--- src/hw/rtl/fpq_pkg.sv ---
`timescale 1ns / 1ps

package fpq_pkg;

  localparam int SlotCount = 16;
  localparam int Levels    = 32;

  localparam int SlotW      = $clog2(SlotCount);
  localparam int UsedW      = SlotW + 1;
  localparam int LevelW     = $clog2(Levels);
  localparam int ActionW    = 3;
  localparam int CpuIdW     = 8;
  localparam int SlotFieldW = 4;
  localparam int PriW       = 8;

  typedef enum logic [ActionW-1:0] {
    ACT_ALLOCATE = 3'd0,
    ACT_ENQUEUE  = 3'd1,
    ACT_BLOCK    = 3'd2,
    ACT_UNBLOCK  = 3'd3,
    ACT_YIELD    = 3'd4,
    ACT_SCHEDULE = 3'd5
  } action_e;

  typedef enum logic [1:0] {
    ST_IDLE,
    ST_EXEC,
    ST_HEAD,
    ST_DONE
  } fsm_e;

  typedef struct packed {
    logic [ActionW-1:0]    action;
    logic [CpuIdW-1:0]     cpu_id;
    logic [SlotFieldW-1:0] slot;
    logic [PriW-1:0]       priority_req;
    logic                  cpu_asleep;
    logic                  running_valid;
    logic [CpuIdW-1:0]     running_id;
    logic [PriW-1:0]       running_priority;
  } item_t;

  typedef struct packed {
    logic                  chosen_valid;
    logic [CpuIdW-1:0]     chosen_id;
    logic [SlotFieldW-1:0] given_slot;
    logic                  alloc_failed;
    logic                  reschedule;
  } result_t;

  typedef struct packed {
    logic              re;
    logic [LevelW-1:0] addr;
    logic              head_we;
    logic              tail_we;
    logic [SlotW-1:0]  head_data;
    logic [SlotW-1:0]  tail_data;
    logic              set_ne;
    logic              clr_ne;
  } lvl_req_t;

  typedef struct packed {
    logic [SlotW-1:0] head;
    logic [SlotW-1:0] tail;
  } lvl_rsp_t;

  typedef struct packed {
    logic              re;
    logic [SlotW-1:0]  addr;
    logic              owner_we;
    logic [CpuIdW-1:0] owner_data;
    logic              next_we;
    logic [SlotW-1:0]  next_data;
  } slot_req_t;

  typedef struct packed {
    logic [CpuIdW-1:0] owner;
    logic [SlotW-1:0]  next;
  } slot_rsp_t;

  function automatic logic [LevelW-1:0] clamp_level(logic [PriW-1:0] p);
    logic [LevelW-1:0] lv;
    if (int'(p) >= Levels) lv = LevelW'(Levels - 1);
    else lv = LevelW'(p);
    return lv;
  endfunction

  function automatic logic slot_in_pool(logic [SlotFieldW-1:0] s);
    return int'(s) < SlotCount;
  endfunction

endpackage

--- src/hw/rtl/fpq_if.sv ---
`timescale 1ns / 1ps

interface fpq_in_if import fpq_pkg::*; ();
  logic                  valid;
  logic                  ready;
  logic [ActionW-1:0]    action;
  logic [CpuIdW-1:0]     cpu_id;
  logic [SlotFieldW-1:0] slot;
  logic [PriW-1:0]       priority_req;
  logic                  cpu_asleep;
  logic                  running_valid;
  logic [CpuIdW-1:0]     running_id;
  logic [PriW-1:0]       running_priority;

  modport source (
    output valid, action, cpu_id, slot, priority_req, cpu_asleep,
           running_valid, running_id, running_priority,
    input  ready
  );
  modport sink (
    input  valid, action, cpu_id, slot, priority_req, cpu_asleep,
           running_valid, running_id, running_priority,
    output ready
  );
endinterface

interface fpq_out_if import fpq_pkg::*; ();
  logic                  valid;
  logic                  ready;
  logic                  chosen_valid;
  logic [CpuIdW-1:0]     chosen_id;
  logic [SlotFieldW-1:0] given_slot;
  logic                  alloc_failed;
  logic                  reschedule;

  modport source (
    output valid, chosen_valid, chosen_id, given_slot, alloc_failed, reschedule,
    input  ready
  );
  modport sink (
    input  valid, chosen_valid, chosen_id, given_slot, alloc_failed, reschedule,
    output ready
  );
endinterface

--- src/hw/rtl/fpq_level_table.sv ---
`timescale 1ns / 1ps

module fpq_level_table import fpq_pkg::*; (
  input  logic              clk_i,
  input  logic              rst_ni,
  input  lvl_req_t          req_i,
  output lvl_rsp_t          rsp_o,
  output logic [Levels-1:0] nonempty_o
);

  logic [SlotW-1:0]  head_mem [Levels];
  logic [SlotW-1:0]  tail_mem [Levels];
  lvl_rsp_t          rsp_q;
  logic [Levels-1:0] nonempty_q;

  always_ff @(posedge clk_i) begin
    if (req_i.head_we) head_mem[req_i.addr] <= req_i.head_data;
    if (req_i.tail_we) tail_mem[req_i.addr] <= req_i.tail_data;
    if (req_i.re) begin
      rsp_q.head <= head_mem[req_i.addr];
      rsp_q.tail <= tail_mem[req_i.addr];
    end
  end

  always_ff @(posedge clk_i or negedge rst_ni) begin
    if (!rst_ni) begin
      nonempty_q <= '0;
    end else if (req_i.set_ne) begin
      nonempty_q[req_i.addr] <= 1'b1;
    end else if (req_i.clr_ne) begin
      nonempty_q[req_i.addr] <= 1'b0;
    end
  end

  assign rsp_o      = rsp_q;
  assign nonempty_o = nonempty_q;

endmodule

--- src/hw/rtl/fpq_slot_table.sv ---
`timescale 1ns / 1ps

module fpq_slot_table import fpq_pkg::*; (
  input  logic      clk_i,
  input  slot_req_t req_i,
  output slot_rsp_t rsp_o
);

  logic [CpuIdW-1:0] owner_mem [SlotCount];
  logic [SlotW-1:0]  next_mem  [SlotCount];
  slot_rsp_t         rsp_q;

  always_ff @(posedge clk_i) begin
    if (req_i.owner_we) owner_mem[req_i.addr] <= req_i.owner_data;
    if (req_i.next_we) next_mem[req_i.addr] <= req_i.next_data;
    if (req_i.re) begin
      rsp_q.owner <= owner_mem[req_i.addr];
      rsp_q.next  <= next_mem[req_i.addr];
    end
  end

  assign rsp_o = rsp_q;

endmodule

--- src/hw/rtl/fixed_priority_ready_queues_core.sv ---
// Ready-queue scheduler: one item in flight, handled by a small sequencer around
// the level table (head/tail) and the slot table (owner/link), each with a registered read.
// Item flow: capture, execute, head read (popping schedule), commit once output is free.
// No new item is taken before the commit; a popping schedule does two dependent reads.
// A waiting result sits in an output register while the next item is taken.
// Reset: empty levels, no slots handed out; table contents stay undefined until written.
`timescale 1ns / 1ps

module fixed_priority_ready_queues_core import fpq_pkg::*; (
  input logic        clk_i,
  input logic        rst_ni,
  fpq_in_if.sink     in_i,
  fpq_out_if.source  out_o
);

  fsm_e              state_q, state_d;
  item_t             item_q, item_d;
  logic [LevelW-1:0] lv_q, lv_d;
  logic [UsedW-1:0]  slots_used_q, slots_used_d;
  result_t           res_q, res_d;
  logic              out_valid_q;
  logic              out_load;
  logic              out_free;

  lvl_req_t          lvl_req;
  lvl_rsp_t          lvl_rsp;
  logic [Levels-1:0] nonempty;
  slot_req_t         slot_req;
  slot_rsp_t         slot_rsp;

  logic [LevelW-1:0] item_lv;
  logic [LevelW-1:0] top_lv;
  logic [LevelW-1:0] enc_lv;
  logic              enc_found;
  logic              is_append;
  logic              slot_ok;

  fpq_level_table u_level_table (
    .clk_i      (clk_i),
    .rst_ni     (rst_ni),
    .req_i      (lvl_req),
    .rsp_o      (lvl_rsp),
    .nonempty_o (nonempty)
  );

  fpq_slot_table u_slot_table (
    .clk_i (clk_i),
    .req_i (slot_req),
    .rsp_o (slot_rsp)
  );

  assign out_free = !out_valid_q || out_o.ready;
  assign item_lv  = clamp_level(item_q.priority_req);
  assign slot_ok  = slot_in_pool(item_q.slot);
  assign top_lv   = item_q.running_valid ? clamp_level(item_q.running_priority)
                                         : LevelW'(Levels - 1);
  assign is_append = (action_e'(item_q.action) == ACT_ENQUEUE) ||
                     (action_e'(item_q.action) == ACT_BLOCK) ||
                     ((action_e'(item_q.action) == ACT_UNBLOCK) && item_q.cpu_asleep);

  // Most urgent non-empty level no deeper than the running CPU
  always_comb begin
    enc_found = 1'b0;
    enc_lv    = '0;
    for (int i = Levels - 1; i >= 0; i--) begin
      if (nonempty[i] && (LevelW'(i) <= top_lv)) begin
        enc_found = 1'b1;
        enc_lv    = LevelW'(i);
      end
    end
  end

  always_comb begin
    state_d      = state_q;
    item_d       = item_q;
    lv_d         = lv_q;
    slots_used_d = slots_used_q;
    res_d        = res_q;
    out_load     = 1'b0;
    lvl_req      = '0;
    slot_req     = '0;

    unique case (state_q)
      ST_IDLE: begin
        if (in_i.valid) begin
          item_d.action           = in_i.action;
          item_d.cpu_id           = in_i.cpu_id;
          item_d.slot             = in_i.slot;
          item_d.priority_req     = in_i.priority_req;
          item_d.cpu_asleep       = in_i.cpu_asleep;
          item_d.running_valid    = in_i.running_valid;
          item_d.running_id       = in_i.running_id;
          item_d.running_priority = in_i.running_priority;
          state_d                 = ST_EXEC;
        end
      end
      ST_EXEC: begin
        state_d = ST_DONE;
        if (action_e'(item_q.action) == ACT_SCHEDULE) begin
          lv_d = enc_lv;
          if (enc_found) begin
            lvl_req.re   = 1'b1;
            lvl_req.addr = enc_lv;
            state_d      = ST_HEAD;
          end
        end else begin
          lv_d = item_lv;
          // fetch the tail to link behind it
          if (is_append && slot_ok && nonempty[item_lv]) begin
            lvl_req.re   = 1'b1;
            lvl_req.addr = item_lv;
          end
        end
      end
      ST_HEAD: begin
        slot_req.re   = 1'b1;
        slot_req.addr = lvl_rsp.head;
        state_d       = ST_DONE;
      end
      ST_DONE: begin
        if (out_free) begin
          out_load = 1'b1;
          state_d  = ST_IDLE;
          res_d    = '0;
          unique case (action_e'(item_q.action))
            ACT_ALLOCATE: begin
              if (slots_used_q < UsedW'(SlotCount)) begin
                slot_req.owner_we   = 1'b1;
                slot_req.addr       = SlotW'(slots_used_q);
                slot_req.owner_data = item_q.cpu_id;
                res_d.given_slot    = SlotFieldW'(slots_used_q);
                slots_used_d        = slots_used_q + UsedW'(1);
              end else begin
                res_d.alloc_failed = 1'b1;
              end
            end
            ACT_ENQUEUE, ACT_BLOCK, ACT_UNBLOCK: begin
              res_d.reschedule = (action_e'(item_q.action) != ACT_ENQUEUE) && is_append;
              if (is_append && slot_ok) begin
                lvl_req.addr      = lv_q;
                lvl_req.tail_we   = 1'b1;
                lvl_req.tail_data = SlotW'(item_q.slot);
                if (nonempty[lv_q]) begin
                  slot_req.next_we   = 1'b1;
                  slot_req.addr      = lvl_rsp.tail;
                  slot_req.next_data = SlotW'(item_q.slot);
                end else begin
                  lvl_req.head_we   = 1'b1;
                  lvl_req.head_data = SlotW'(item_q.slot);
                  lvl_req.set_ne    = 1'b1;
                end
              end
            end
            ACT_YIELD: begin
              res_d.reschedule = 1'b1;
            end
            ACT_SCHEDULE: begin
              if (nonempty[lv_q] && (lv_q <= top_lv)) begin
                // pop the head; drop the level when it held one slot
                lvl_req.addr = lv_q;
                if (lvl_rsp.head == lvl_rsp.tail) begin
                  lvl_req.clr_ne = 1'b1;
                end else begin
                  lvl_req.head_we   = 1'b1;
                  lvl_req.head_data = slot_rsp.next;
                end
                res_d.chosen_valid = 1'b1;
                res_d.chosen_id    = slot_rsp.owner;
              end else if (item_q.running_valid) begin
                res_d.chosen_valid = 1'b1;
                res_d.chosen_id    = item_q.running_id;
              end
            end
            default: begin
            end
          endcase
        end
      end
      default: begin
        state_d = ST_IDLE;
      end
    endcase
  end

  always_ff @(posedge clk_i or negedge rst_ni) begin
    if (!rst_ni) begin
      state_q      <= ST_IDLE;
      slots_used_q <= '0;
      out_valid_q  <= 1'b0;
    end else begin
      state_q      <= state_d;
      slots_used_q <= slots_used_d;
      if (out_load) begin
        out_valid_q <= 1'b1;
      end else if (out_o.ready) begin
        out_valid_q <= 1'b0;
      end
    end
  end

  always_ff @(posedge clk_i) begin
    item_q <= item_d;
    lv_q   <= lv_d;
    res_q  <= res_d;
  end

  assign in_i.ready         = (state_q == ST_IDLE);
  assign out_o.valid        = out_valid_q;
  assign out_o.chosen_valid = res_q.chosen_valid;
  assign out_o.chosen_id    = res_q.chosen_id;
  assign out_o.given_slot   = res_q.given_slot;
  assign out_o.alloc_failed = res_q.alloc_failed;
  assign out_o.reschedule   = res_q.reschedule;

  a_pool_bound: assert property (@(posedge clk_i) disable iff (!rst_ni)
    slots_used_q <= UsedW'(SlotCount))
    else $error("slot pool count overran");

  a_write_on_commit: assert property (@(posedge clk_i) disable iff (!rst_ni)
    (lvl_req.head_we || lvl_req.tail_we || slot_req.owner_we || slot_req.next_we)
      |-> (state_q == ST_DONE && out_free))
    else $error("table written outside commit");

  a_commit_result: assert property (@(posedge clk_i) disable iff (!rst_ni)
    (state_q == ST_DONE && out_free) |=> (out_valid_q && state_q == ST_IDLE))
    else $error("commit did not present a result");

  a_read_then_use: assert property (@(posedge clk_i) disable iff (!rst_ni)
    lvl_req.re |=> (state_q == ST_HEAD || state_q == ST_DONE))
    else $error("level read issued without a consumer");

endmodule
--- src/flat_wrapper.sv ---
// flat-port wrapper written by rule: the top's interface ports become plain ports
module fixed_priority_ready_queues_core_flat import fpq_pkg::*;
  (clk_i, rst_ni, in_i_valid, in_i_action, in_i_cpu_id, in_i_slot, in_i_priority_req, in_i_cpu_asleep, in_i_running_valid, in_i_running_id, in_i_running_priority, in_i_ready, out_o_valid, out_o_chosen_valid, out_o_chosen_id, out_o_given_slot, out_o_alloc_failed, out_o_reschedule, out_o_ready);
  fpq_in_if in_i_i ();
  fpq_out_if out_o_i ();
  input logic clk_i;
  input logic rst_ni;
  input wire logic [$bits(in_i_i.valid)-1:0] in_i_valid;
  input wire logic [$bits(in_i_i.action)-1:0] in_i_action;
  input wire logic [$bits(in_i_i.cpu_id)-1:0] in_i_cpu_id;
  input wire logic [$bits(in_i_i.slot)-1:0] in_i_slot;
  input wire logic [$bits(in_i_i.priority_req)-1:0] in_i_priority_req;
  input wire logic [$bits(in_i_i.cpu_asleep)-1:0] in_i_cpu_asleep;
  input wire logic [$bits(in_i_i.running_valid)-1:0] in_i_running_valid;
  input wire logic [$bits(in_i_i.running_id)-1:0] in_i_running_id;
  input wire logic [$bits(in_i_i.running_priority)-1:0] in_i_running_priority;
  output wire logic [$bits(in_i_i.ready)-1:0] in_i_ready;
  output wire logic [$bits(out_o_i.valid)-1:0] out_o_valid;
  output wire logic [$bits(out_o_i.chosen_valid)-1:0] out_o_chosen_valid;
  output wire logic [$bits(out_o_i.chosen_id)-1:0] out_o_chosen_id;
  output wire logic [$bits(out_o_i.given_slot)-1:0] out_o_given_slot;
  output wire logic [$bits(out_o_i.alloc_failed)-1:0] out_o_alloc_failed;
  output wire logic [$bits(out_o_i.reschedule)-1:0] out_o_reschedule;
  input wire logic [$bits(out_o_i.ready)-1:0] out_o_ready;
  assign in_i_i.valid = in_i_valid;
  assign in_i_i.action = in_i_action;
  assign in_i_i.cpu_id = in_i_cpu_id;
  assign in_i_i.slot = in_i_slot;
  assign in_i_i.priority_req = in_i_priority_req;
  assign in_i_i.cpu_asleep = in_i_cpu_asleep;
  assign in_i_i.running_valid = in_i_running_valid;
  assign in_i_i.running_id = in_i_running_id;
  assign in_i_i.running_priority = in_i_running_priority;
  assign in_i_ready = in_i_i.ready;
  assign out_o_valid = out_o_i.valid;
  assign out_o_chosen_valid = out_o_i.chosen_valid;
  assign out_o_chosen_id = out_o_i.chosen_id;
  assign out_o_given_slot = out_o_i.given_slot;
  assign out_o_alloc_failed = out_o_i.alloc_failed;
  assign out_o_reschedule = out_o_i.reschedule;
  assign out_o_i.ready = out_o_ready;
  fixed_priority_ready_queues_core u_core (.clk_i(clk_i), .rst_ni(rst_ni), .in_i(in_i_i), .out_o(out_o_i));
endmodule
--- config.mk ---
export PLATFORM = sky130hd
export DESIGN_NAME = fixed_priority_ready_queues_core_flat
export DESIGN_NICKNAME = d
export VERILOG_FILES = /design/src/hw/rtl/fpq_pkg.sv /design/src/hw/rtl/fpq_if.sv /design/src/hw/rtl/fpq_level_table.sv /design/src/hw/rtl/fpq_slot_table.sv /design/src/hw/rtl/fixed_priority_ready_queues_core.sv /design/src/flat_wrapper.sv
export SDC_FILE = /design/constraint.sdc
export NUM_CORES = 1
export LEC_CHECK = 0
export BUFFER_PORTS_ARGS = -buffer_cell sky130_fd_sc_hd__buf_2
export CAP_MARGIN = 20
export CORE_AREA = 2 2 209 211
export DETAILED_ROUTE_END_ITERATION = 6
export DIE_AREA = 0 0 211 213
export GPL_TIMING_DRIVEN = 0
export HOLD_SLACK_MARGIN = 0.02
export MAX_ROUTING_LAYER = met4
export PLACE_DENSITY_LB_ADDON = 0.1
export SLEW_MARGIN = 20
export SYNTH_ARGS = -nofsm -noshare
export SYNTH_HDL_FRONTEND = slang
export SYNTH_SLANG_ARGS = --single-unit
--- constraint.sdc ---
create_clock -name clk_i -period 6 [get_ports clk_i]
set_clock_uncertainty 0.05 [all_clocks]
set_input_delay 0.9 -clock clk_i [delete_from_list [all_inputs] [get_ports clk_i]]
set_output_delay 0.9 -clock clk_i [all_outputs]
set_load 0.02 [all_outputs]
# [Word level (Yosys, flattened, before mapping)]
# Memory sizes are Yosys's and may differ from the RTL's. A register that Yosys moved wholly into a read port is not among the register bits.
# Index checks and enable logic that the tools add are counted.
[word_totals] ramBits=448 mem_count=4 register_bits=101 output_inout_bits=17 input_bits=45
[memory_table] memory="u_core.u_level_table.head_mem" depth=32 width=4 read_ports=1 rd_clocked_by_memory_dff=1 wr=1 line_no="fpq_level_table.sv:11" rtl="logic [SlotW-1:0] head_mem [Levels];"
[memory_table] memory="u_core.u_level_table.tail_mem" depth=32 width=4 read_ports=1 rd_clocked_by_memory_dff=1 wr=1 line_no="fpq_level_table.sv:12" rtl="logic [SlotW-1:0] tail_mem [Levels];"
[memory_table] memory="u_core.u_slot_table.owner_mem" depth=16 width=8 read_ports=1 rd_clocked_by_memory_dff=1 wr=1 line_no="fpq_slot_table.sv:9" rtl="logic [CpuIdW-1:0] owner_mem [SlotCount];"
[memory_table] memory="u_core.u_slot_table.next_mem" depth=16 width=4 read_ports=1 rd_clocked_by_memory_dff=1 wr=1 line_no="fpq_slot_table.sv:10" rtl="logic [SlotW-1:0] next_mem [SlotCount];"
[op_classes] n_mux=130 n_lt_le_gt_ge=40 eq_ne=12 n_reduce_logical=51 n_addsub=1 n_bitwise=3
[ops] op="5-bit two-way mux" count=40
[ops] op="5-bit less-or-equal comparator, first input constant" count=16
[ops] op="32-bit two-way mux" count=2
[ops] op="1-bit two-way mux" count=57
[ops] op="4-bit by 5-bit less-or-equal comparator with 1-bit output, first input constant" count=8
[ops] op="1-bit logical AND" count=37
[ops] op="32-bit AND" count=1
[ops] op="32-bit NOT" count=1
[ops] op="32-bit OR" count=1
[ops] op="9-bit two-way mux" count=3
[ops] op="6-bit two-way mux" count=4
[ops] op="4-bit case mux with 2 select lines" count=3
[ops] op="3-bit by 5-bit less-or-equal comparator with 1-bit output, first input constant" count=4
[ops] op="4-bit two-way mux" count=5
[ops] op="5-bit by 6-bit less-than comparator with 1-bit output, second input constant" count=3
[ops] op="18-bit two-way mux" count=1
[ops] op="17-bit two-way mux" count=1
[ops] op="8-bit by 6-bit >= comparator with 1-bit output, second input constant" count=2
[ops] op="16-bit two-way mux" count=1
[ops] op="14-bit two-way mux" count=1
[ops] op="13-bit two-way mux" count=1
[ops] op="12-bit two-way mux" count=1
[ops] op="6-bit case mux with 2 select lines" count=1
[ops] op="1-bit binary-select mux with 5-bit select" count=2
[ops] op="other kinds (28)" count=41

# [Logic depth before layout (Yosys ltp)]
# Gate-level depths: netlist of the first run.
[depth] depth_word=48 depth_mapped=20 mapped_depth_nobuf=14

# [By module]
# Synthesis of the first run repeated with hierarchy kept, for this count alone.
[unflattened] hier_cells=1551 hier_area_um2=24359.6
[modules_own_cells] mod="fpq_level_table" n_inst=1 cells_per_inst=729 area_each_um2=11646.2 seq_area_each_um2=8728.4
[modules_own_cells] mod="fpq_slot_table" n_inst=1 cells_per_inst=356 area_each_um2=7863.8 seq_area_each_um2=6125.9
[modules_own_cells] mod="fixed_priority_ready_queues_core" n_inst=1 cells_per_inst=466 area_each_um2=4849.7 seq_area_each_um2=2031.9

# [Worst setup path after synthesis of the first run]
# No wires, ideal clock.
[synth_timing] kind="register to register" startpoint="register u_core.item_q[6] (netlist name)" endpoint="memory u_core.u_level_table.head_mem[21][0] (netlist name), enable pin" required_time_ns=5.589 path_slack_ns=1.701 path_buffers=5 setup_ns=0.361 t_arrival_ns=3.888 path_stages_with_launch=18 path_cell_list="edfxtp_1 or4b_1 buf_4 buf_6 buf_2 nor2_1 ha_1 nor2b_1 o21a_1 o21ai_0 a21o_1 o211a_1 a21oi_1 o21ai_1 nand3_1 buf_4 buf_2 nor3_1"
[synth_between] elab_chain_cells=40 word_cells_on_any_way=142 cone_classes="order compare (34); mux (75); reduce/logical (33)"
[synth_lines] item="start: declaration" line_no="fixed_priority_ready_queues_core.sv:17" rtl="item_t item_q, item_d;"
[synth_lines] item="start signal: assignment" line_no="fixed_priority_ready_queues_core.sv:202" rtl="item_q <= item_d;"
[synth_lines] item="8-bit by 6-bit >= comparator with 1-bit output (*)" line_no="fpq_pkg.sv:83" rtl="if (int'(p) >= Levels) lv = LevelW'(Levels - 1);"
[synth_lines] item="5-bit two-way mux (*)" line_no="fpq_pkg.sv:83"
[synth_lines] item="5-bit two-way mux (*)" line_no="fixed_priority_ready_queues_core.sv:55" rtl="assign top_lv = item_q.running_valid ? clamp_level(item_q.running_priority)"
[synth_lines] item="5-bit less-or-equal comparator" line_no="fixed_priority_ready_queues_core.sv:66" rtl="if (nonempty[i] && (LevelW'(i) <= top_lv)) begin"
[synth_lines] item="1-bit logical AND" line_no="fixed_priority_ready_queues_core.sv:66"
[synth_lines] item="5-bit two-way mux / 1-bit two-way mux (equally long branches) (32 in series)" line_no="fixed_priority_ready_queues_core.sv:66"
[synth_lines] item="6-bit two-way mux" line_no="fixed_priority_ready_queues_core.sv:101" rtl="if (enc_found) begin"
[synth_lines] item="6-bit two-way mux" line_no="fixed_priority_ready_queues_core.sv:99" rtl="if (action_e'(item_q.action) == ACT_SCHEDULE) begin"
[synth_lines] item="5-bit case mux with 2 select lines" line_no="fixed_priority_ready_queues_core.sv:83" rtl="unique case (state_q)"
[synth_lines] item="end: declaration" line_no="fpq_level_table.sv:11"
# Mark *: on every way between the ends. The rest lies on a longest branch, timed or not.

# [Worst setup path after layout of the first run]
[layout_timing] startpoint="register u_core.item_q[6] (netlist name)" endpoint="memory u_core.u_level_table.head_mem[29][1] (netlist name), enable pin"
# Same word-level chain as after synthesis.

==> impl_metrics.env, run 1 <==
export IMPL_post_detail_place_hpwl_um=46500
export IMPL_timing_critical_path_arrival_ps=5930
export IMPL_timing_critical_path_to_type="flip-flop"
export IMPL_worst_slew_pin_slew_ps=1020
export IMPL_vias=16100
export IMPL_p_comb_share_pct=22.0
export IMPL_number_of_enable_type_register_cells_in_the_synthesized_netlist=529
export IMPL_detail_route_antenna_nets=0
export IMPL_power_per_cell_area_mw_per_mm2=371
export IMPL_layout_nets=1936
export IMPL_detailedRoute_firstIterationViolations=1926
export IMPL_timing_max_cap_violations=0
export IMPL_number_of_instances_in_the_synthesized_netlist=1761
export IMPL_flip_flop_and_latch_area_mm2=0.0169
export IMPL_die_area_mm2=0.0449
export IMPL_gp_congestion=0.960
export IMPL_total_number_of_clock_tree_sinks=569
export IMPL_worst_vdd_drop_mv=0.245
export IMPL_power_share_clock_pct=32.6
export IMPL_timing_final_ws_setup_ps=256
export IMPL_core_rowCount=76
export IMPL_area_of_the_multi_input_gates_mm2=0.00777
export IMPL_clk_root_buffer_cell="sky130_fd_sc_hd__clkbuf_16"
export IMPL_power_total_mw=10.4
export IMPL_power_switching_fraction_pct=30.2
export IMPL_result_of_the_run="completed"
export IMPL_cts_htree_levels=2
export IMPL_io_pin_count=62
export IMPL_critical_path_slowest_cell="sky130_fd_sc_hd__nor3_1"
export IMPL_worstReg2RegEnd="u_core.u_level_table.head_mem[29][1]"
export IMPL_tritoncts_num_buffers=56
export IMPL_fillers=3068
export IMPL_seq_power_share_pct=45.4
export IMPL_synth_top_area_cells="sky130_fd_sc_hd__edfxtp_1 63%, sky130_fd_sc_hd__mux2i_1 12%, sky130_fd_sc_hd__dfrtp_1 4.0%, sky130_fd_sc_hd__o21ai_0 1.9%, sky130_fd_sc_hd__nor2_1 1.4%"
export IMPL_vias_in_the_first_global_route=15400
export IMPL_regToRegSetupSlack_ps=260
export IMPL_place_worst_setup_slack_ps=328
export IMPL_finalHoldViolations=0
export IMPL_globalRouteTotalUtil_pct=30.6
export IMPL_cts_hold_buf=0
export IMPL_final_layout_size_suffix_gt1_share_pct=13.0
export IMPL_postSynthNetCount=1816
export IMPL_port_buffers=61
export IMPL_number_of_slew_limit_violations_in_the_final_report=0
export IMPL_postCtsResizedCells=0
export IMPL_ordered_list_of_cells_on_the_worst_path="or4b_1 -> buf_4 -> buf_6 -> buf_2 -> nor2_1 -> ha_1 -> nor2b_1 -> o21a_1 -> o21ai_0 -> a21o_1 -> o211a_1 -> a21oi_1 -> o211ai_1 -> buf_2 -> nand2_1 -> clkbuf_1 -> nor3_1"
export IMPL_grt_remaining_overflow=0
export IMPL_dieWidth_um=211
export IMPL_grt_max_degree=41
export IMPL_grt_pass1_wl_um=97500
export IMPL_power_net_switching_mw=3.14
export IMPL_detail_route_wirelength_um=66100
export IMPL_yosys_register_bits=569
export IMPL_worst_path_largest_cell_delay_ps=690
export IMPL_tritoncts="built"
export IMPL_place_area_mm2=0.0263
export IMPL_finalSetupViolCount=0
export IMPL_synth_seq_area_share_pct=66.9
export IMPL_initial_antenna_violation_count=1
export IMPL_drt_first_pass_iters=6
export IMPL_die_height_um=213
export IMPL_design_core_area_mm2=0.0427
export IMPL_synth_async_reset_ratio_pct=7.03
export IMPL_syn_area_per_cell_um2=14.3
export IMPL_criticalPathCategory="flip-flop to flip-flop"
export IMPL_via_density_per_instance=6.51
export IMPL_cts_root_to_sink_buffers=3
export IMPL_holdCritPathClass="primary input to async pin"
export IMPL_layout_cell_area_non_filler_mm2=0.0281
export IMPL_fin_crit_sh_pct=95.7
export IMPL_worst_path_max_fanout=10
export IMPL_regToRegStartpoint="u_core.item_q[6]"
export IMPL_synth_top_area_share_pct=62.9
export IMPL_clk_insertion_delay_late_ps=620
export IMPL_p_leak_nw=11.1
export IMPL_post_drt_wl_per_cell_um=26.7
export IMPL_area_of_the_mapped_netlist_mm2=0.0252
export IMPL_worst_path_most_repeated_cell="sky130_fd_sc_hd__buf_2"
export IMPL_max_slew_margin_rel_pct=32.2
export IMPL_worstRegToRegCells=17
export IMPL_cts_reportedPaths_clkPinSlew_ps=60
export IMPL_layout_min_cycle_time_ps=5740
export IMPL_synth_cell_type_count=87
export IMPL_start_kind="flip-flop"
export IMPL_cellInternalPower_mw=7.28
export IMPL_synth_flop_cell="sky130_fd_sc_hd__edfxtp_1"
export IMPL_max_clock_freq_mhz=174
export IMPL_starting_density_of_the_core_pct=59.1
export IMPL_worst_endpoint_required_ps=6190
export IMPL_syn_to_final_growth_pct=11.3
export IMPL_drc=0
export IMPL_worst_hold_slack_ps=368
export IMPL_synth_top_cell_by_area="sky130_fd_sc_hd__edfxtp_1"
export IMPL_grt_setup_unrepaired="no"
export IMPL_post_cts_setup_buffers=0
export IMPL_synth_warnings=0
-- cell usage in the layout (no fill, tap or decap), drive strengths merged, types with 9 or more instances in the layout --
cell type / count
nor3: 72
inv: 17
nor4: 10
nor2: 96
and2: 26
o21ai: 102
ha: 10
edfxtp: 529
nand4: 13
nor2b: 10
buf: 119
a211oi: 13
and3: 10
clkbuf: 117
a22oi: 15
nand3: 32
nand2b: 14
mux2i: 297
o22ai: 28
o32ai: 10
clkinv: 29
o31ai: 9
o211ai: 11
dfrtp: 40
nand2: 98
a21oi: 48
or2: 9
-- power by group through the flow --
stage,clock network [mW],registers (mW),logic [mW]
after floorplan,0,4.79,1.47
after global placement,0,4.81,2.20
after detailed placement,0,4.81,2.25
after CTS,3.43,4.73,2.26
after global routing,3.58,4.75,2.43
final,3.40,4.73,2.29
-- worst max-delay path, delay by kind of cell, from the launching register on --
family,cells,cell delay (ps)
compound gates,6,1390
fa+ha+maj,1,250
buf+inv,5,1400
flops,1,420
simple gates,5,1840
-- metrics by stage --
stage	setup TNS, ps	cells	utilization, %
floorplan	0	1761	-
global placement	-321	2368	61.4
detailed placement	0	2369	61.6
CTS	0	2474	65.7
global route	0	2475	65.8
finish	0	2475	65.8
-- synthesized netlist by cell type (6+ instances only) --
cell type and n:
sky130_fd_sc_hd__o31ai_1 9, sky130_fd_sc_hd__mux4_2 8, sky130_fd_sc_hd__dfrtp_1 40, sky130_fd_sc_hd__nand3_1 29, sky130_fd_sc_hd__nor3_1 70, sky130_fd_sc_hd__and2_1 26
sky130_fd_sc_hd__nor4_1 8, sky130_fd_sc_hd__nand2_1 94, sky130_fd_sc_hd__inv_1 17, sky130_fd_sc_hd__buf_6 13, sky130_fd_sc_hd__nor2_1 96, sky130_fd_sc_hd__or2_2 7
sky130_fd_sc_hd__a22oi_1 15, sky130_fd_sc_hd__mux2i_1 297, sky130_fd_sc_hd__o221ai_1 6, sky130_fd_sc_hd__clkbuf_1 48, sky130_fd_sc_hd__buf_2 18, sky130_fd_sc_hd__nand2b_1 14
sky130_fd_sc_hd__o211ai_1 11, sky130_fd_sc_hd__buf_4 14, sky130_fd_sc_hd__o21a_1 8, sky130_fd_sc_hd__nand3b_1 6, sky130_fd_sc_hd__or3_1 6, sky130_fd_sc_hd__nor2b_1 10
sky130_fd_sc_hd__mux2_2 8, sky130_fd_sc_hd__a211oi_1 12, sky130_fd_sc_hd__o21ai_0 97, sky130_fd_sc_hd__buf_1 11, sky130_fd_sc_hd__nand4_1 13, sky130_fd_sc_hd__o22ai_1 28
sky130_fd_sc_hd__edfxtp_1 529, sky130_fd_sc_hd__ha_1 10, sky130_fd_sc_hd__o32ai_1 10, sky130_fd_sc_hd__a21oi_1 48, sky130_fd_sc_hd__and3_1 10
-- final cells by class --
cell class | count | share of cell area (%)
sequential | 569 | 60.1
multi-input combinational | 1070 | 27.7
clock buffer | 69 | 5.24
tap | 546 | 2.43
buffer | 105 | 2.06
timing repair buffer | 62 | 1.16
clock inverter | 36 | 1.09
inverter | 17 | 0.227
antenna | 1 | 0.00891
-- state kept, by name, indices dropped and copies added (netlist names), named ones only --
register and flops:
u_core.slots_used_q 5, u_core.out_o.chosen_valid 1, u_core.u_slot_table.owner_mem 128, u_core.out_o.alloc_failed 1
u_core.u_slot_table.rsp_o 12, u_core.out_o.given_slot 4, u_core.u_level_table.tail_mem 128, u_core.u_level_table.rsp_o 8
u_core.u_slot_table.next_mem 64, u_core.out_o.chosen_id 8, u_core.out_o.valid 1, u_core.u_level_table.head_mem 128
u_core.out_o.reschedule 1, u_core.state_q 2, u_core.item_q 41, u_core.lv_q 5
-- layer usage --
| layer | track usage (%) | vias up | wire [um] |
|---|---|---|---|
| li1 | - | 7118 | - |
| met2 | 46.0 | 840 | 30000 |
| met5 | - | - | 0 |
| met3 | 5.75 | 154 | 6170 |
| met1 | 42.3 | 7997 | 27600 |
| met4 | 10.9 | 0 | 2290 |
-- worst max path at each step --
stage / start / to / slack, ps / cells after the start
2_1_floorplan: u_core.item_q[6] / u_core.u_level_table.head_mem[21][0] / 1700 / 17
3_3_place_gp: u_core.item_q[6] / u_core.u_level_table.head_mem[20][1] / -80 / 16
3_5_place_dp: u_core.item_q[6] / u_core.u_level_table.head_mem[21][1] / 330 / 17
4_1_cts: u_core.item_q[3] / u_core.u_level_table.head_mem[20][1] / 280 / 17
5_1_grt: u_core.item_q[1] / u_core.u_level_table.head_mem[29][2] / 4 / 15
6_report: u_core.item_q[6] / u_core.u_level_table.head_mem[29][1] / 260 / 17
-- cell families after synthesis --
logic type               Yosys count  share of synthesized area, %
flip-flops                       569                          66.9
AND/OR/NAND/NOR                  414                          8.25
AO/OA/AOI/OAI                    326                          8.73
multiplexers                     313                          12.8
buffers and inverters            122                          2.54
adder cells (fa/ha/maj)           10                         0.496
XOR/XNOR                           7                         0.243
No activity file was read; power rests on OpenSTA's default activity.
==> run 2: changes to the inputs <==
- CAP_MARGIN: 20 -> 40
- RECOVER_POWER: default -> 100
- clock period: 6 -> 5.6 ns (I/O delays scaled with it)
==> run 2 against run 1 <==
Against the previous run:
- the flow now finishes with violations (capacitance limit, slew limit)
- combinational power up 10%
- power up 11%
- sequential power up 7.2%
- final cell count up 1.1%
- via count up 1.3%
==> impl_metrics.env, run 2 (synthesized netlist as in run 1, its figures left out) <==
export IMPL_result_of_the_run="complete, but fails checks"
export IMPL_violations="capacitance limit, slew limit"
export IMPL_worst_hold_slack_ps=326
export IMPL_gp_congestion=0.960
export IMPL_via_density_per_instance=6.52
export IMPL_mostFrequentLayoutCells="529 x sky130_fd_sc_hd__edfxtp_1, 297 x sky130_fd_sc_hd__mux2i_1, 96 x sky130_fd_sc_hd__o21ai_0"
export IMPL_max_slew_margin_rel_pct=-21.2
export IMPL_timing_critical_path_arrival_ps=5710
export IMPL_drc=0
export IMPL_detailedRoute_firstIterationViolations=2037
export IMPL_die_area_mm2=0.0449
export IMPL_top_regs="u_core.u_level_table.head_mem x128, u_core.u_level_table.tail_mem x128, u_core.u_slot_table.owner_mem x128"
export IMPL_holdCritPathClass="primary input to flip-flop"
export IMPL_global_route_usage_met3_pct=5.22
export IMPL_die_height_um=213
export IMPL_worst_endpoint_required_ps=5810
export IMPL_final_layout_size_suffix_gt1_share_pct=14.8
export IMPL_clk_root_buffer_cell="sky130_fd_sc_hd__clkbuf_16"
export IMPL_vias_in_the_first_global_route=15600
export IMPL_tritoncts_num_buffers=56
export IMPL_globalRouteTotalUtil_pct=30.7
export IMPL_criticalPathCategory="flip-flop to flip-flop"
export IMPL_post_drt_wl_per_cell_um=26.6
export IMPL_finalHoldViolations=0
export IMPL_layout_nets=1963
export IMPL_total_number_of_clock_tree_sinks=569
export IMPL_tritoncts="built"
export IMPL_starting_density_of_the_core_pct=59.1
export IMPL_clk_insertion_delay_late_ps=640
export IMPL_setup_tns_ps=0
export IMPL_cts_reportedPaths_clkPinSlew_ps=60
export IMPL_grt_remaining_overflow=0
export IMPL_cts_htree_levels=2
export IMPL_core_rowCount=76
export IMPL_power_per_cell_area_mw_per_mm2=404
export IMPL_detail_route_wirelength_um=66600
export IMPL_fin_crit_sh_pct=98.1
export IMPL_initial_antenna_violation_count=0
export IMPL_number_of_slew_limit_violations_in_the_final_report=61
export IMPL_finalSetupViolCount=0
export IMPL_timing_critical_path_to_type="flip-flop"
export IMPL_grt_max_degree=33
export IMPL_syn_to_final_growth_pct=13.2
export IMPL_grt_setup_unrepaired="yes"
export IMPL_worst_vdd_drop_mv=0.322
export IMPL_grt_use_met2_pct=46.6
export IMPL_post_detail_place_hpwl_um=46900
export IMPL_grt_util_met1_pct=42.5
export IMPL_max_clock_freq_mhz=182
export IMPL_vias=16300
export IMPL_cts_root_to_sink_buffers=3
export IMPL_worst_path_max_fanout=10
export IMPL_detail_route_antenna_nets=0
export IMPL_drt_first_pass_iters=6
export IMPL_p_leak_nw=11.4
export IMPL_commonest_non_fill_non_tap_cell_in_the_layout="sky130_fd_sc_hd__edfxtp_1"
export IMPL_layout_min_cycle_time_ps=5500
export IMPL_io_pin_count=62
export IMPL_worst_slew_pin_slew_ps=1820
export IMPL_dieWidth_um=211
export IMPL_grt_pass1_wl_um=98100
export IMPL_most_used_layer_global_route="met2"
export IMPL_final_util_pct=66.9
export IMPL_design_core_area_mm2=0.0427
export IMPL_port_buffers=61
export IMPL_timing_max_cap_violations=2
export IMPL_start_kind="flip-flop"
-- run 2: cell type report --
| cell class | instances | area, um2 |
|---|---|---|
| antenna | 1 | 2.50 |
| sequential | 569 | 16900 |
| fill | 2995 | 14100 |
| tap | 546 | 683 |
| timing repair buffer | 89 | 586 |
| inverter | 17 | 63.8 |
| buffer | 105 | 584 |
| clock buffer | 71 | 1510 |
| multi-input combinational | 1070 | 7840 |
| clock inverter | 34 | 428 |
-- run 2: path summary, 6_finish.rpt --
check | slack, ps | from | to | cells past startpoint
max | 100 | u_core.item_q[6] | u_core.u_level_table.head_mem[16][0] | 17
min | 330 | in_i_cpu_id[1] | u_core.item_q[31] | 1
max reg2reg | 100 | u_core.item_q[6] | u_core.u_level_table.head_mem[16][0] | 17
min reg2reg | 420 | u_core.slots_used_q[2] | u_core.slots_used_q[2] | 1
max in group asynchronous | 2840 | rst_ni | u_core.state_q[0] | 3
min in group asynchronous | 620 | rst_ni | async pin | 2
-- run 2: per-stage QoR --
| step | total power [mW] | worst slack, ps | area [um2] | instances |
|---|---|---|---|---|
| after floorplan | 6.71 | 1300 | 25200 | 1761 |
| after global placement | 7.51 | -480 | 26200 | 2368 |
| after detailed placement | 7.59 | -107 | 26400 | 2379 |
| after CTS | 11.5 | -9.04 | 28400 | 2485 |
| after global routing | 11.9 | -92.1 | 28600 | 2501 |
| final | 11.5 | 104 | 28600 | 2502 |
-- run 2: repair_timing --
| action | in CTS | in global routing |
|---|---|---|
| endpoints found under the setup margin | 9 | 169 |
| cloned | 0 | 0 |
| pin swaps | 0 | 2 |
| buffers inserted | 0 | 5 |
| hold endpoints to repair | 4 | 0 |
| gates resized for setup | 3 | 20 |
| hold buffers | 1 | 0 |
-- run 2: worst max-delay path, cell delays in order, from the launching register on --
cell and delay, ps:
sky130_fd_sc_hd__edfxtp_1 420, sky130_fd_sc_hd__or4b_1 530, sky130_fd_sc_hd__buf_4 200, sky130_fd_sc_hd__buf_6 150, sky130_fd_sc_hd__buf_2 190, sky130_fd_sc_hd__nor2_1 140
sky130_fd_sc_hd__ha_1 250, sky130_fd_sc_hd__nor2b_1 130, sky130_fd_sc_hd__o21a_1 160, sky130_fd_sc_hd__o21ai_0 150, sky130_fd_sc_hd__a21o_1 220, sky130_fd_sc_hd__o211a_1 230
sky130_fd_sc_hd__a21oi_2 120, sky130_fd_sc_hd__o21ai_1 610, sky130_fd_sc_hd__nand3_2 280, sky130_fd_sc_hd__buf_6 250, sky130_fd_sc_hd__clkbuf_1 370, sky130_fd_sc_hd__nor3_1 680
-- run 2: metal layers --
| metal | up-vias | part of all wire [%] |
|---|---|---|
| met5 | - | 0 |
| met4 | 0 | 3.3 |
| met3 | 175 | 8.9 |
| met2 | 856 | 46 |
| met1 | 8121 | 42 |
| li1 | 7161 | - |
-- run 2: report_power, final --
group | leakage [nW] | internal, mW | switching (mW)
sequential | 5.74 | 4.93 | 0.145
clock | 0.930 | 2.32 | 1.62
combinational | 4.70 | 0.865 | 1.66
total | 11.4 | 8.12 | 3.43
